## config.mk

```make
export PLATFORM = sky130hd
export DESIGN_NAME = ps2_mouse_packet_cursor
export DESIGN_NICKNAME = d
export VERILOG_FILES = /design/src/ps2mc_pkg.sv /design/src/ps2_mouse_packet_cursor.sv /design/src/ps2mc_front.sv /design/src/ps2mc_queue.sv /design/src/ps2mc_back.sv
export SDC_FILE = /design/constraint.sdc
export NUM_CORES = 1
export LEC_CHECK = 0
export BUFFER_PORTS_ARGS = -buffer_cell sky130_fd_sc_hd__buf_2
export CELL_PAD_IN_SITES_DETAIL_PLACEMENT = 0
export CELL_PAD_IN_SITES_GLOBAL_PLACEMENT = 1
export CORE_ASPECT_RATIO = 0.5
export CORE_MARGIN = 4
export CORE_UTILIZATION = 51
export CTS_CLUSTER_DIAMETER = 40
export CTS_CLUSTER_SIZE = 24
export DETAILED_ROUTE_END_ITERATION = 7
export PLACE_DENSITY_LB_ADDON = 0.2
export SLEW_MARGIN = 10
export SYNTH_ARGS = -nofsm -noshare
export SYNTH_HDL_FRONTEND = slang
export SYNTH_SLANG_ARGS = --single-unit
```

## constraint.sdc

```tcl
create_clock -name clk -period 7.66 [get_ports clk]
set_input_delay 0.766 -clock clk [delete_from_list [all_inputs] [get_ports clk]]
set_output_delay 0.766 -clock clk [all_outputs]
set_load 0.02 [all_outputs]
```

## src/ps2mc_pkg.sv

```systemverilog
// shared types and constants for the ps2 mouse packet cursor block
// no dependencies
`timescale 1ns / 1ps
`default_nettype none

package ps2mc_pkg;

  localparam int CFG_BITS       = 12;
  localparam int CURSOR_BITS    = 12;
  localparam int COORD_BITS_DEF = 12;
  localparam int POS_X_RESET    = 512;
  localparam int POS_Y_RESET    = 256;
  localparam int CFG_W_RESET    = 1024;
  localparam int CFG_H_RESET    = 768;

  // config register indexes
  localparam logic CFG_SCREEN_WIDTH  = 1'b0;
  localparam logic CFG_SCREEN_HEIGHT = 1'b1;

  localparam int QDEPTH         = 2;
  localparam int QPTR_BITS      = $clog2(QDEPTH);

  // status byte bits
  localparam int ST_OUT_FULL    = 0;
  localparam int ST_AUX         = 5;

  // first packet byte bits
  localparam int BTN_SIGN_X     = 4;
  localparam int BTN_SIGN_Y     = 5;
  localparam int BTN_OVF_X      = 6;
  localparam int BTN_OVF_Y      = 7;

  typedef struct packed {
    logic [7:0] button_byte;
    logic [8:0] delta_x;
    logic [8:0] delta_y;
  } pkt_t;

  typedef struct packed {
    logic full;
    logic empty;
  } qstat_t;

endpackage

`default_nettype wire

```

## src/ps2_mouse_packet_cursor.sv

```systemverilog
// top level of the ps2 mouse packet cursor block: config registers, front end,
// packet queue and cursor back end; depends on ps2mc_pkg, ps2mc_front,
// ps2mc_queue, ps2mc_back
//
//   channel  dir  handshake          payload
//   in_      in   in_tvalid/tready   status byte, data byte
//   out_     out  out_tvalid/tready  cursor x, cursor y, buttons, dropped flag
//   cfg_     in   cfg_we             screen width (0), screen height (1)
//
// one item per cycle while the queue has room; after the third packet byte is taken
// the packet goes from the front end into the queue, then into the output register
// the two-entry queue sets in_tready; the output register stalls on out_tready
// synchronous active-low reset; the first item after reset is dropped
`timescale 1ns / 1ps
`default_nettype none

module ps2_mouse_packet_cursor
  import ps2mc_pkg::*;
#(
  parameter int COORD_BITS = COORD_BITS_DEF
) (
  input  wire logic                clk,
  input  wire logic                rst_n,
  input  wire logic                in_tvalid,
  output logic                     in_tready,
  input  wire logic [15:0]         in_tdata,   // status_byte, data_byte
  output logic                     out_tvalid,
  input  wire logic                out_tready,
  output logic [39:0]              out_tdata,  // cursor_x, cursor_y, button_flags, packet_dropped
  input  wire logic                cfg_we,
  input  wire logic                cfg_addr,
  input  wire logic [CFG_BITS-1:0] cfg_wdata
);

  logic [CFG_BITS-1:0]    width_r, height_r;
  logic                   item_take, push, pop;
  pkt_t                   push_pkt, head_pkt;
  qstat_t                 qstat;
  logic [CURSOR_BITS-1:0] cursor_x, cursor_y;
  logic [7:0]             button_flags;
  logic                   packet_dropped;

  always_ff @(posedge clk) begin
    if (!rst_n) begin
      width_r  <= CFG_BITS'(CFG_W_RESET);
      height_r <= CFG_BITS'(CFG_H_RESET);
    end else if (cfg_we) begin
      unique case (cfg_addr)
        CFG_SCREEN_WIDTH:  width_r  <= cfg_wdata;
        CFG_SCREEN_HEIGHT: height_r <= cfg_wdata;
        default:           width_r  <= width_r;
      endcase
    end
  end

  assign in_tready = !qstat.full;
  assign item_take = in_tvalid && in_tready;

  ps2mc_front u_front (
    .clk         (clk),
    .rst_n       (rst_n),
    .item_take   (item_take),
    .status_byte (in_tdata[7:0]),
    .data_byte   (in_tdata[15:8]),
    .push        (push),
    .push_pkt    (push_pkt)
  );

  ps2mc_queue u_queue (
    .clk      (clk),
    .rst_n    (rst_n),
    .push     (push),
    .push_pkt (push_pkt),
    .pop      (pop),
    .head_pkt (head_pkt),
    .qstat    (qstat)
  );

  ps2mc_back #(
    .COORD_BITS (COORD_BITS)
  ) u_back (
    .clk            (clk),
    .rst_n          (rst_n),
    .screen_width   (width_r),
    .screen_height  (height_r),
    .head_pkt       (head_pkt),
    .qstat          (qstat),
    .pop            (pop),
    .res_valid      (out_tvalid),
    .res_ready      (out_tready),
    .cursor_x       (cursor_x),
    .cursor_y       (cursor_y),
    .button_flags   (button_flags),
    .packet_dropped (packet_dropped)
  );

  assign out_tdata = {7'd0, packet_dropped, button_flags, cursor_y, cursor_x};

  a_queue_state: assert property (@(posedge clk) disable iff (!rst_n)
    !(qstat.full && qstat.empty))
    else $error("queue full and empty at once");

  a_push_room: assert property (@(posedge clk) disable iff (!rst_n)
    push |-> !qstat.full)
    else $error("packet pushed into a full queue");

  a_drop_flag: assert property (@(posedge clk) disable iff (!rst_n)
    (out_tvalid && out_tdata[32]) |-> (out_tdata[31] || out_tdata[30]))
    else $error("dropped flag without an overflow bit");

endmodule

`default_nettype wire

```

## src/ps2mc_front.sv

```systemverilog
// front end: drops the first event, filters on status and assembles 3-byte packets
// depends on ps2mc_pkg
`timescale 1ns / 1ps
`default_nettype none

module ps2mc_front
  import ps2mc_pkg::*;
(
  input  wire logic       clk,
  input  wire logic       rst_n,
  input  wire logic       item_take,
  input  wire logic [7:0] status_byte,
  input  wire logic [7:0] data_byte,
  output logic            push,
  output pkt_t            push_pkt
);

  typedef enum logic [2:0] {
    PH_BUTTON = 3'b001,
    PH_DX     = 3'b010,
    PH_DY     = 3'b100
  } phase_t;

  phase_t     phase_r, phase_nxt;
  logic       skip_first_r, skip_first_nxt;
  logic [7:0] button_r, button_nxt;
  logic [8:0] dx_r, dx_nxt;
  logic       ready_evt;

  assign ready_evt = item_take && !skip_first_r
                     && status_byte[ST_OUT_FULL] && status_byte[ST_AUX];

  always_comb begin
    phase_nxt      = phase_r;
    skip_first_nxt = skip_first_r;
    button_nxt     = button_r;
    dx_nxt         = dx_r;
    push           = 1'b0;
    if (item_take && skip_first_r) begin
      skip_first_nxt = 1'b0;
    end
    if (ready_evt) begin
      unique case (phase_r)
        PH_BUTTON: begin
          button_nxt = data_byte;
          phase_nxt  = PH_DX;
        end
        PH_DX: begin
          dx_nxt    = {button_r[BTN_SIGN_X], data_byte};
          phase_nxt = PH_DY;
        end
        PH_DY: begin
          push      = 1'b1;
          phase_nxt = PH_BUTTON;
        end
        default: begin
          phase_nxt = PH_BUTTON;
        end
      endcase
    end
  end

  assign push_pkt.button_byte = button_r;
  assign push_pkt.delta_x     = dx_r;
  assign push_pkt.delta_y     = {button_r[BTN_SIGN_Y], data_byte};

  always_ff @(posedge clk) begin
    if (!rst_n) begin
      phase_r      <= PH_BUTTON;
      skip_first_r <= 1'b1;
      button_r     <= 8'd0;
      dx_r         <= 9'd0;
    end else begin
      phase_r      <= phase_nxt;
      skip_first_r <= skip_first_nxt;
      button_r     <= button_nxt;
      dx_r         <= dx_nxt;
    end
  end

endmodule

`default_nettype wire

```

## src/ps2mc_queue.sv

```systemverilog
// short packet queue between front end and cursor update
// depends on ps2mc_pkg
`timescale 1ns / 1ps
`default_nettype none

module ps2mc_queue
  import ps2mc_pkg::*;
(
  input  wire logic clk,
  input  wire logic rst_n,
  input  wire logic push,
  input  wire pkt_t push_pkt,
  input  wire logic pop,
  output pkt_t      head_pkt,
  output qstat_t    qstat
);

  localparam int CNT_BITS = $clog2(QDEPTH + 1);

  pkt_t                 mem_r [QDEPTH];
  logic [QPTR_BITS-1:0] wr_ptr_r, rd_ptr_r;
  logic [CNT_BITS-1:0]  cnt_r, cnt_nxt;

  assign qstat.full  = (cnt_r == CNT_BITS'(QDEPTH));
  assign qstat.empty = (cnt_r == '0);
  assign head_pkt    = mem_r[rd_ptr_r];

  always_comb begin
    cnt_nxt = cnt_r;
    if (push && !pop) begin
      cnt_nxt = cnt_r + 1'b1;
    end else if (pop && !push) begin
      cnt_nxt = cnt_r - 1'b1;
    end
  end

  always_ff @(posedge clk) begin
    if (push) begin
      mem_r[wr_ptr_r] <= push_pkt;
    end
  end

  always_ff @(posedge clk) begin
    if (!rst_n) begin
      wr_ptr_r <= '0;
      rd_ptr_r <= '0;
      cnt_r    <= '0;
    end else begin
      cnt_r <= cnt_nxt;
      if (push) begin
        wr_ptr_r <= (wr_ptr_r == QPTR_BITS'(QDEPTH - 1)) ? '0 : wr_ptr_r + 1'b1;
      end
      if (pop) begin
        rd_ptr_r <= (rd_ptr_r == QPTR_BITS'(QDEPTH - 1)) ? '0 : rd_ptr_r + 1'b1;
      end
    end
  end

endmodule

`default_nettype wire

```

## src/ps2mc_back.sv

```systemverilog
// back end: applies packets to the cursor, clamps it and holds the output register
// depends on ps2mc_pkg
`timescale 1ns / 1ps
`default_nettype none

module ps2mc_back
  import ps2mc_pkg::*;
#(
  parameter int COORD_BITS = COORD_BITS_DEF
) (
  input  wire logic                clk,
  input  wire logic                rst_n,
  input  wire logic [CFG_BITS-1:0] screen_width,
  input  wire logic [CFG_BITS-1:0] screen_height,
  input  wire pkt_t                head_pkt,
  input  wire qstat_t              qstat,
  output logic                     pop,
  output logic                     res_valid,
  input  wire logic                res_ready,
  output logic [CURSOR_BITS-1:0]   cursor_x,
  output logic [CURSOR_BITS-1:0]   cursor_y,
  output logic [7:0]               button_flags,
  output logic                     packet_dropped
);

  localparam int SW = ((COORD_BITS > CFG_BITS) ? COORD_BITS : CFG_BITS) + 2;
  localparam logic signed [SW-1:0] CMAX = SW'((1 << COORD_BITS) - 1);
  localparam logic [COORD_BITS-1:0] POS_X_RST = COORD_BITS'(POS_X_RESET);
  localparam logic [COORD_BITS-1:0] POS_Y_RST = COORD_BITS'(POS_Y_RESET);

  logic [COORD_BITS-1:0]  pos_x_r, pos_x_nxt, pos_y_r, pos_y_nxt;
  logic                   dropped;
  logic signed [SW-1:0]   dx_ext, dy_ext, sum_x, sum_y;
  logic signed [SW-1:0]   lim_x, lim_y, hi_x, hi_y, clamp_x, clamp_y;
  logic [SW-1:0]          ox, oy;
  logic                   valid_r;
  logic [CURSOR_BITS-1:0] cx_r, cy_r;
  logic [7:0]             btn_r;
  logic                   drop_r;

  assign pop     = !qstat.empty && (!valid_r || res_ready);
  assign dropped = head_pkt.button_byte[BTN_OVF_X] || head_pkt.button_byte[BTN_OVF_Y];

  assign dx_ext = {{(SW - 9){head_pkt.delta_x[8]}}, head_pkt.delta_x};
  assign dy_ext = {{(SW - 9){head_pkt.delta_y[8]}}, head_pkt.delta_y};
  assign sum_x  = SW'(pos_x_r) + dx_ext;
  assign sum_y  = SW'(pos_y_r) - dy_ext;
  assign lim_x  = SW'(screen_width);
  assign lim_y  = SW'(screen_height);
  assign hi_x   = (lim_x > CMAX) ? CMAX : lim_x;
  assign hi_y   = (lim_y > CMAX) ? CMAX : lim_y;

  always_comb begin
    if (sum_x < 0) begin
      clamp_x = '0;
    end else if (sum_x > hi_x) begin
      clamp_x = hi_x;
    end else begin
      clamp_x = sum_x;
    end
    if (sum_y < 0) begin
      clamp_y = '0;
    end else if (sum_y > hi_y) begin
      clamp_y = hi_y;
    end else begin
      clamp_y = sum_y;
    end
  end

  assign pos_x_nxt = dropped ? pos_x_r : COORD_BITS'(clamp_x);
  assign pos_y_nxt = dropped ? pos_y_r : COORD_BITS'(clamp_y);
  assign ox        = SW'(pos_x_nxt);
  assign oy        = SW'(pos_y_nxt);

  always_ff @(posedge clk) begin
    if (!rst_n) begin
      pos_x_r <= POS_X_RST;
      pos_y_r <= POS_Y_RST;
      valid_r <= 1'b0;
    end else begin
      if (pop) begin
        pos_x_r <= pos_x_nxt;
        pos_y_r <= pos_y_nxt;
        valid_r <= 1'b1;
      end else if (res_ready) begin
        valid_r <= 1'b0;
      end
    end
  end

  always_ff @(posedge clk) begin
    if (pop) begin
      cx_r   <= ox[CURSOR_BITS-1:0];
      cy_r   <= oy[CURSOR_BITS-1:0];
      btn_r  <= head_pkt.button_byte;
      drop_r <= dropped;
    end
  end

  assign res_valid      = valid_r;
  assign cursor_x       = cx_r;
  assign cursor_y       = cy_r;
  assign button_flags   = btn_r;
  assign packet_dropped = drop_r;

endmodule

`default_nettype wire
```

==> results of run 1 <==
[state kept, by name, summed over array words and instances (netlist names), named ones only]
register / cells
u_front.phase_r: 3
u_back.button_flags: 8
u_back.cursor_x: 12
u_back.cursor_y: 12
u_front.dx_r: 9
u_back.pos_x_r: 12
u_front.skip_first_r: 1
u_back.pos_y_r: 12
height_r: 12
u_front.button_r: 8
width_r: 12
u_queue.mem_r: 50
u_queue.wr_ptr_r: 1
u_back.packet_dropped: 1
u_back.res_valid: 1
u_queue.cnt_r: 2
u_queue.rd_ptr_r: 1
[how the worst max path moves through the flow]
| stage | to | start |
|---|---|---|
| after detailed placement | u_back.cursor_y[8]$_DFFE_PP_ | register |
| after CTS | u_back.cursor_y[8]$_DFFE_PP_ | register |
| final | u_back.cursor_y[8]$_DFFE_PP_ | register |
| after global placement | u_back.cursor_y[8]$_DFFE_PP_ | register |
| after floorplan | u_back.cursor_y[8]$_DFFE_PP_ | register |
| after global routing | u_back.cursor_y[8]$_DFFE_PP_ | register |
[cell families after synthesis]
group	after synthesis	share of synthesized area
AND/OR/NAND/NOR	228	0.133
AO/OA/AOI/OAI	183	0.153
flip-flops	158	0.494
buffers and inverters	78	0.0411
multiplexers	54	0.0698
adder cells (fa/ha/maj)	53	0.0838
XOR/XNOR	22	0.0247
other	1	0.000464
[final cells by class]
type / count / area [um^2]
sequential: 158 / 3990
clock buffer: 19 / 433
inverter: 40 / 150
timing repair buffer: 70 / 370
tap: 204 / 255
clock inverter: 13 / 95.1
fill: 1308 / 6370
multi-input combinational: 547 / 3790
[worst max-delay path: stages (launching register included)]
cell and delay, ns:
dfxtp_1 0.94, mux2i_1 0.56, ha_1 0.39, nand4_1 0.11, a21oi_1 0.07, or4b_4 0.54, nand2_1 0.08, o21ai_0 0.09
xnor2_1 0.21, ha_1 0.31, and3_1 0.22, a221oi_1 0.27, o21ai_0 0.19, o31a_1 0.35, o21ai_2 0.64, mux2i_1 0.37
o21ai_0 0.18
[cell usage in the layout, fill, tap and decap left out, drive strengths merged, types with 4 or more instances in the layout]
cell type    n
inv         43
and3        12
a21o         9
o21ai       56
nand2      113
or3          5
dfxtp       75
a21boi      26
o211ai      11
nand4        7
xor2         5
o21a         8
nor3        10
clkbuf      19
nand3       10
a21oi       28
mux2i       38
nor2b       27
and2         7
a31oi       13
mux2        16
ha          51
conb         7
buf         70
a211oi       4
xnor2       17
clkinv       9
edfxtp      83
nor2        25
[metal layers]
metal	wire (um)	vias up	global-route usage
li1	-	2905	-
met1	9200	2807	0.306
met2	7940	128	0.304
met3	925	20	0.0411
met4	225	0	0.0498
met5	0	-	0
[through the flow]
| stage | setup slack (ns) | std cells | util | hold slack [ns] | instance area, um^2 |
|---|---|---|---|---|---|
| floorplan | 2.87 | 783 | - | 0.416 | 8110 |
| global placement | 1.98 | 1019 | 0.554 | 0.425 | 8560 |
| detailed placement | 1.90 | 1019 | 0.554 | 0.430 | 8560 |
| CTS | 1.88 | 1051 | 0.588 | 0.440 | 9080 |
| global route | 1.48 | 1051 | 0.588 | 0.460 | 9080 |
| finish | 1.83 | 1051 | 0.588 | 0.436 | 9080 |
[power breakdown]
| group | total, mW | leakage (nW) | internal (mW) | switching, mW |
|---|---|---|---|---|
| Combinational | 1.77 | 2.09 | 0.683 | 1.08 |
| Sequential | 1.17 | 1.39 | 1.08 | 0.0817 |
| Clock | 0.766 | 0.254 | 0.417 | 0.350 |
==> impl_metrics.env, run 1 <==
export IMPL_postRouteAntennaNets=0
export IMPL_syn_area_per_cell_um2=10.4
export IMPL_drv_slew=0
export IMPL_min_period_ns=5.83
export IMPL_gp_congestion=0.897
export IMPL_hold_start="u_front.skip_first_r$_SDFFE_PN1P_"
export IMPL_portBuffers=62
export IMPL_synth_top_area_frac=0.308
export IMPL_rsz0062_at_grt="false"
export IMPL_drt_wl_total_um=18300
export IMPL_min_to="u_front.skip_first_r$_SDFFE_PN1P_"
export IMPL_num_vias=5860
export IMPL_clock_sinks=158
export IMPL_antennaDiodeCount=0
export IMPL_outcome="finished clean"
export IMPL_dr_first_iter_drc_count=348
export IMPL_route_detailed_drc=0
export IMPL_dp_hpwl_um=12700
export IMPL_via_per_inst=5.58
export IMPL_worst_skew_pair_late_latency_ns=0.42
export IMPL_netlist_area_um2=8090
export IMPL_dieArea_um2=18100
export IMPL_die_w_um=186
export IMPL_final_hold_viol_count=0
export IMPL_setup_tns_final_ns=0
export IMPL_dr_pass1_iters=5
export IMPL_postCtsSetupBuffers=0
export IMPL_cts_buffers=17
export IMPL_synthTopCellsByCount="112 x nand2_1, 83 x edfxtp_1, 75 x dfxtp_1"
export IMPL_crit_path_start_kind="register"
export IMPL_layout_nets=921
export IMPL_synth_most_common_cell="nand2_1"
export IMPL_fin_crit_sh=0.761
export IMPL_crit_required_ns=7.78
export IMPL_p_leak_nw=3.74
export IMPL_ys_warn_count=0
export IMPL_ioPinCount=76
export IMPL_rr_endpoint="u_back.cursor_y[8]$_DFFE_PP_"
export IMPL_peakVddDrop_uv=215
export IMPL_synth_cells=777
export IMPL_end_kind="register"
export IMPL_synth_top_area_cell="edfxtp_1"
export IMPL_htree_levels=4
export IMPL_synth_cell_types=72
export IMPL_hold_path_class="register to register"
export IMPL_row_count=32
export IMPL_gr_total_overflow=0
export IMPL_synth_area_top_cells="edfxtp_1 31%, dfxtp_1 19%, ha_1 7.9%"
export IMPL_ys_ff_latch=158
export IMPL_cts_buffer_depth=2
export IMPL_grt_pass1_vias=5493
export IMPL_wl_per_cell_um=17.4
export IMPL_cts_tree="built"
export IMPL_cts_root_buf="clkbuf_16"
export IMPL_start_util=0.523
export IMPL_setup_viol=0
export IMPL_grt_max_degree=69
export IMPL_powerDensity_nw_per_um2=407
export IMPL_die_h_um=97.1
export IMPL_clock_fmax_ghz=0.171
export IMPL_synth_edf_count=83
export IMPL_critPathMaxFanout=17
export IMPL_syn_to_final_growth_pct=12.3
export IMPL_cts_resized=0
export IMPL_yosysSeqAreaShare=0.494
export IMPL_clk_pin_slew_ns=0.07
export IMPL_finalClockSkew_ns=0.00985
export IMPL_design_core_area_um2=15500
export IMPL_crit_type="register to register"
export IMPL_drive_gt1_frac=0.155
export IMPL_min_path_cells=2
export IMPL_synth_async_reset_ratio=0
export IMPL_grt_usage=0.204
export IMPL_drv_cap=0
export IMPL_grt_pass1_wl_um=28900
export IMPL_finalPower_mw=3.70
export IMPL_ys_flop_type="edfxtp_1"
export IMPL_r2r_slack_ns=1.83
export IMPL_holdBufCountCts=0
export IMPL_r2r_cells=16
export IMPL_tightest_slew_ns=0.952
export IMPL_worstPathArrival_ns=5.95
export IMPL_antenna_found_initial=1
export IMPL_max_slew_margin=0.364
Note: power is estimated with default switching activity, not from simulation.
==> run 2, diff against run 1 <==
--- a/config.mk
+++ b/config.mk
@@ -10,7 +10,7 @@
 export CELL_PAD_IN_SITES_GLOBAL_PLACEMENT = 1
 export CORE_ASPECT_RATIO = 0.5
 export CORE_MARGIN = 4
-export CORE_UTILIZATION = 51
+export CORE_UTILIZATION = 47
 export CTS_CLUSTER_DIAMETER = 40
 export CTS_CLUSTER_SIZE = 24
 export DETAILED_ROUTE_END_ITERATION = 7
==> constraint.sdc (replaced) <==
create_clock -name clk -period 5.58 [get_ports clk]
set_input_delay 0.558 -clock clk [delete_from_list [all_inputs] [get_ports clk]]
set_output_delay 0.558 -clock clk [all_outputs]
set_load 0.02 [all_outputs]
==> impl_metrics.env, run 2 (synthesis results as in run 1) <==
export IMPL_outcome="finished clean"
export IMPL_largest_register_ffs=50
export IMPL_drive_gt1_frac=0.161
export IMPL_crit_required_ns=5.70
export IMPL_gp_congestion=0.867
export IMPL_grt_max_degree=69
export IMPL_worstPathArrival_ns=5.26
export IMPL_cts_resized=0
export IMPL_post_dp_cell_area_um2=8610
export IMPL_die_h_um=101
export IMPL_design_core_area_um2=16600
export IMPL_internal_power_mw=3.02
export IMPL_grt_pass1_vias=5417
export IMPL_p_clk_frac=0.213
export IMPL_wl_per_cell_um=17.1
export IMPL_dieArea_um2=19500
export IMPL_antenna_found_initial=0
export IMPL_num_vias=5765
export IMPL_switching_share=0.411
export IMPL_postCtsSetupBuffers=0
export IMPL_clock_sinks=158
export IMPL_final_hold_viol_count=0
export IMPL_dr_first_iter_drc_count=366
export IMPL_final_area_um2=9150
export IMPL_crit_path_start_kind="register"
export IMPL_drt_wl_total_um=18500
export IMPL_dr_pass1_iters=4
export IMPL_peakVddDrop_uv=298
export IMPL_power_share_sequential=0.309
export IMPL_holdBufCountCts=0
export IMPL_syn_to_final_growth_pct=13.1
export IMPL_grt_pass1_wl_um=29100
export IMPL_via_per_inst=5.35
export IMPL_row_count=33
export IMPL_critPathMaxFanout=17
export IMPL_p_leak_nw=3.76
export IMPL_layout_nets=924
export IMPL_tightest_slew_ns=0.920
export IMPL_start_util=0.486
export IMPL_end_kind="register"
export IMPL_fin_crit_sh=0.920
export IMPL_worst_skew_pair_late_latency_ns=0.43
export IMPL_cts_buffer_depth=2
export IMPL_final_common_cell="nand2_1"
export IMPL_min_path_cells=1
export IMPL_dp_hpwl_um=12900
export IMPL_setup_tns_final_ns=0
export IMPL_portBuffers=62
export IMPL_powerDensity_nw_per_um2=560
export IMPL_cts_tree="built"
export IMPL_max_slew_margin=0.386
export IMPL_crit_type="register to register"
export IMPL_antennaDiodeCount=0
export IMPL_drv_cap=0
export IMPL_die_w_um=194
export IMPL_cts_root_buf="clkbuf_16"
export IMPL_finalClockSkew_ns=0.00788
export IMPL_route_detailed_drc=0
export IMPL_cts_buffers=17
export IMPL_gr_total_overflow=0
export IMPL_rsz0062_at_grt="false"
export IMPL_setup_viol=0
export IMPL_htree_levels=4
export IMPL_nFillCells=1489
export IMPL_drv_slew=0
export IMPL_hold_path_class="input pin to register"
export IMPL_combPwrFrac=0.479
export IMPL_postRouteAntennaNets=0
export IMPL_min_period_ns=5.13
export IMPL_grt_usage=0.192
export IMPL_regMostFlops="u_queue.mem_r"
export IMPL_r2r_cells=18
export IMPL_final_cell_mix="112 x nand2_1, 83 x edfxtp_1, 75 x dfxtp_1"
export IMPL_ioPinCount=76
export IMPL_clock_fmax_ghz=0.195
export IMPL_clk_pin_slew_ns=0.07
export IMPL_p_switching_mw=2.10
run 2: cell types whose count changed in the layout (fill, tap and decap cells not counted):
cell / previous run / this run
buf_4: 8 / 11
clkinv_1: 4 / 1
clkinv_2: 0 / 2
clkinv_4: 5 / 3
clkinvlp_4: 1 / 2
inv_8: 1 / 3
run 2: path summary, 6_finish.rpt:
check / start / endpoint / slack, ns
worst min-delay path: in_tdata[14] / u_queue.mem_r[0][6]$_DFFE_PP_ / 0.36
worst min register to register: u_front.skip_first_r$_SDFFE_PN1P_ / u_front.skip_first_r$_SDFFE_PN1P_ / 0.44
worst max-delay path: register / u_back.cursor_y[8]$_DFFE_PP_ / 0.45
worst max register to register: register / u_back.cursor_y[8]$_DFFE_PP_ / 0.45
run 2: per-stage QoR:
step           cells  hold WS, ns  setup slack, ns   util  power (mW)
3_3_place_gp    1045        0.427            0.612  0.517        4.01
4_1_cts         1077        0.343            0.593  0.550        5.14
3_5_place_dp    1045        0.434            0.616  0.517        4.04
5_1_grt         1077        0.346            0.277  0.550        5.51
2_1_floorplan    783        0.416            0.788      -        3.46
6_report        1077        0.359            0.445  0.550        5.12
run 2: power by group through the flow:
| stage | Combinational [mW] | Sequential (mW) | Clock (mW) |
|---|---|---|---|
| final | 2.45 | 1.58 | 1.09 |
| after floorplan | 1.73 | 1.73 | 0 |
| after global placement | 2.41 | 1.61 | 0 |
| after detailed placement | 2.43 | 1.61 | 0 |
| after global routing | 2.75 | 1.60 | 1.16 |
| after CTS | 2.45 | 1.58 | 1.11 |
run 2: layer usage:
metal,vias to the layer above,share of wire,global-route usage
li1,2899,-,-
met1,2744,0.52,0.280
met2,103,0.44,0.293
met3,19,0.032,0.0387
met4,0,0.012,0.0544
met5,-,0,0
run 2: worst max-delay path, stage by stage, from the launching register on:
cell      delay [ns]
dfxtp_1         0.30
buf_4           0.28
mux2i_1         0.53
ha_1            0.37
nand3_1         0.12
a21boi_1        0.09
or4b_4          0.56
nand2_1         0.08
o21ai_0         0.09
xnor2_1         0.22
ha_1            0.31
and3_1          0.22
a221oi_1        0.31
o21ai_0         0.19
o31a_1          0.35
o21ai_2         0.18
buf_4           0.17
mux2i_1         0.26
o21ai_0         0.17
run 2: area by class of cell:
| cell class | count | area [um^2] | share of cell area |
|---|---|---|---|
| inverter | 40 | 150 | 0.0164 |
| clock inverter | 13 | 106 | 0.0116 |
| multi-input combinational | 547 | 3790 | 0.414 |
| timing repair buffer | 73 | 393 | 0.0429 |
| sequential | 158 | 3990 | 0.437 |
| clock buffer | 19 | 433 | 0.0473 |
| tap | 227 | 284 | 0.0310 |
==> run 3, diff against run 2 <==
--- a/config.mk
+++ b/config.mk
@@ -6,15 +6,14 @@
 export NUM_CORES = 1
 export LEC_CHECK = 0
 export BUFFER_PORTS_ARGS = -buffer_cell sky130_fd_sc_hd__buf_2
-export CELL_PAD_IN_SITES_DETAIL_PLACEMENT = 0
-export CELL_PAD_IN_SITES_GLOBAL_PLACEMENT = 1
 export CORE_ASPECT_RATIO = 0.5
 export CORE_MARGIN = 4
-export CORE_UTILIZATION = 47
+export CORE_UTILIZATION = 58
 export CTS_CLUSTER_DIAMETER = 40
 export CTS_CLUSTER_SIZE = 24
 export DETAILED_ROUTE_END_ITERATION = 7
 export PLACE_DENSITY_LB_ADDON = 0.2
+export SETUP_SLACK_MARGIN = 0.2
 export SLEW_MARGIN = 10
 export SYNTH_ARGS = -nofsm -noshare
 export SYNTH_HDL_FRONTEND = slang
==> impl_metrics.env, run 3 (synthesis results as in run 1) <==
export IMPL_wl_per_cell_um=17.5
export IMPL_cp_num_buf_inv=2
export IMPL_worst_skew_pair_late_latency_ns=0.43
export IMPL_grt_pass1_wl_um=29400
export IMPL_worstPathArrival_ns=5.25
export IMPL_dr_first_iter_drc_count=368
export IMPL_dp_slack_ns=0.418
export IMPL_p_leak_nw=3.79
export IMPL_antennaDiodeCount=0
export IMPL_setup_ws_ns=0.492
export IMPL_tightest_slew_ns=0.785
export IMPL_gr_total_overflow=0
export IMPL_r2r_cells=18
export IMPL_worstPathCellList="buf_6 > mux2i_1 > ha_1 > nand4_1 > a21oi_1 > or4b_4 > nand2_1 > o21ai_0 > xnor2_1 > ha_1 > and3_1 > a221oi_1 > o21ai_0 > o31a_1 > o21ai_4 > buf_4 > mux2i_1 > o21ai_0"
export IMPL_grt_pass1_vias=5759
export IMPL_setup_viol=0
export IMPL_via_per_inst=5.70
export IMPL_crit_type="register to register"
export IMPL_crit_required_ns=5.74
export IMPL_final_hold_viol_count=0
export IMPL_placed_cells=1009
export IMPL_largest_register_ffs=50
export IMPL_clock_sinks=158
export IMPL_hold_path_class="input pin to register"
export IMPL_cts_root_buf="clkbuf_16"
export IMPL_gp_congestion=0.916
export IMPL_postRouteAntennaNets=0
export IMPL_portBuffers=62
export IMPL_crit_path_start_kind="register"
export IMPL_regMostFlops="u_queue.mem_r"
export IMPL_final_common_cell="nand2_1"
export IMPL_grt_max_degree=69
export IMPL_route_detailed_drc=0
export IMPL_final_cell_mix="112 x nand2_1, 83 x edfxtp_1, 75 x dfxtp_1"
export IMPL_syn_to_final_growth_pct=13.4
export IMPL_grt_usage=0.232
export IMPL_clock_fmax_ghz=0.197
export IMPL_row_count=30
export IMPL_start_util=0.595
export IMPL_die_w_um=175
export IMPL_nFillCells=1069
export IMPL_clk_pin_slew_ns=0.07
export IMPL_cp_depth=18
export IMPL_max_slew_margin=0.476
export IMPL_cts_buffers=17
export IMPL_min_period_ns=5.09
export IMPL_antenna_found_initial=0
export IMPL_powerDensity_nw_per_um2=572
export IMPL_fin_crit_sh=0.912
export IMPL_critPathMaxFanout=17
export IMPL_drv_slew=0
export IMPL_cts_buffer_depth=2
export IMPL_peakVddDrop_uv=290
export IMPL_ioPinCount=76
export IMPL_end_kind="register"
export IMPL_dp_hpwl_um=12600
export IMPL_dieArea_um2=16000
export IMPL_hold_start="in_tdata[11]"
export IMPL_whs_ns=0.355
export IMPL_design_core_area_um2=13600
export IMPL_path_delay_family="compound AO/OA/AOI/OAI gates"
export IMPL_outcome="finished clean"
export IMPL_layout_nets=924
export IMPL_rsz0062_at_grt="false"
export IMPL_die_h_um=91.5
export IMPL_slowest_delay_ns=0.54
export IMPL_crit_path_top_delay_cell="or4b_4"
export IMPL_finalPower_mw=5.24
export IMPL_min_path_cells=1
export IMPL_fin_cells=1042
export IMPL_cts_tree="built"
export IMPL_drive_gt1_frac=0.168
export IMPL_finalClockSkew_ns=0.0122
export IMPL_drt_wl_total_um=18300
export IMPL_crit_path_frequent_cell="o21ai_0"
export IMPL_dr_pass1_iters=5
export IMPL_setup_tns_final_ns=0
export IMPL_num_vias=5944
export IMPL_htree_levels=4
export IMPL_drv_cap=0
[run 3: cell types whose count changed in the layout (fill, tap and decap cells not counted), sizes merged]
cell,change
inv,+6
clkinv,-3
clkbuf,-2
clkinvlp,-1
[run 3: where the power goes]
part           internal, mW  leakage, nW  total [mW]  switching [mW]
Sequential             1.49         1.39        1.57          0.0865
Combinational         0.960         2.11        2.52            1.56
Clock                 0.603        0.286        1.15           0.548
[run 3: layout make-up]
class,instances,area [um^2],share of cell area
clock buffers,17,425,0.0464
clock inverters,15,160,0.0175
inverters,40,150,0.0164
multi-input cells,547,3810,0.415
flip-flops and latches,158,3990,0.435
well taps,192,240,0.0262
repair buffers,73,397,0.0432
[run 3: per-stage QoR]
step                      area, um^2  utilization
after floorplan                 8110            -
after global placement          8560        0.630
after detailed placement        8560        0.630
after CTS                       9140        0.673
after global routing            9170        0.675
final                           9170        0.675
[run 3: timing repair]
item,4_1_cts,5_1_grt
endpoints found under the hold margin,0,0
buffers inserted,0,1
endpoints found under the setup margin,0,16
resized for setup,0,5
hold buffers,0,0
[run 3: routing by layer]
layer / vias up / track usage / part of all wire
met1: 2839 / 0.325 / 0.48
met4: 0 / 0.0679 / 0.014
li1: 2900 / - / -
met3: 29 / 0.0574 / 0.064
met2: 176 / 0.358 / 0.44
met5: - / 0 / 0
[run 3: final timing paths]
path	slack (ns)	endpoint
setup / recovery	0.49	u_back.cursor_y[6]$_DFFE_PP_
setup reg to reg	0.49	u_back.cursor_y[6]$_DFFE_PP_
hold reg to reg	0.45	u_front.skip_first_r$_SDFFE_PN1P_
hold / removal	0.36	u_queue.mem_r[0][3]$_DFFE_PP_
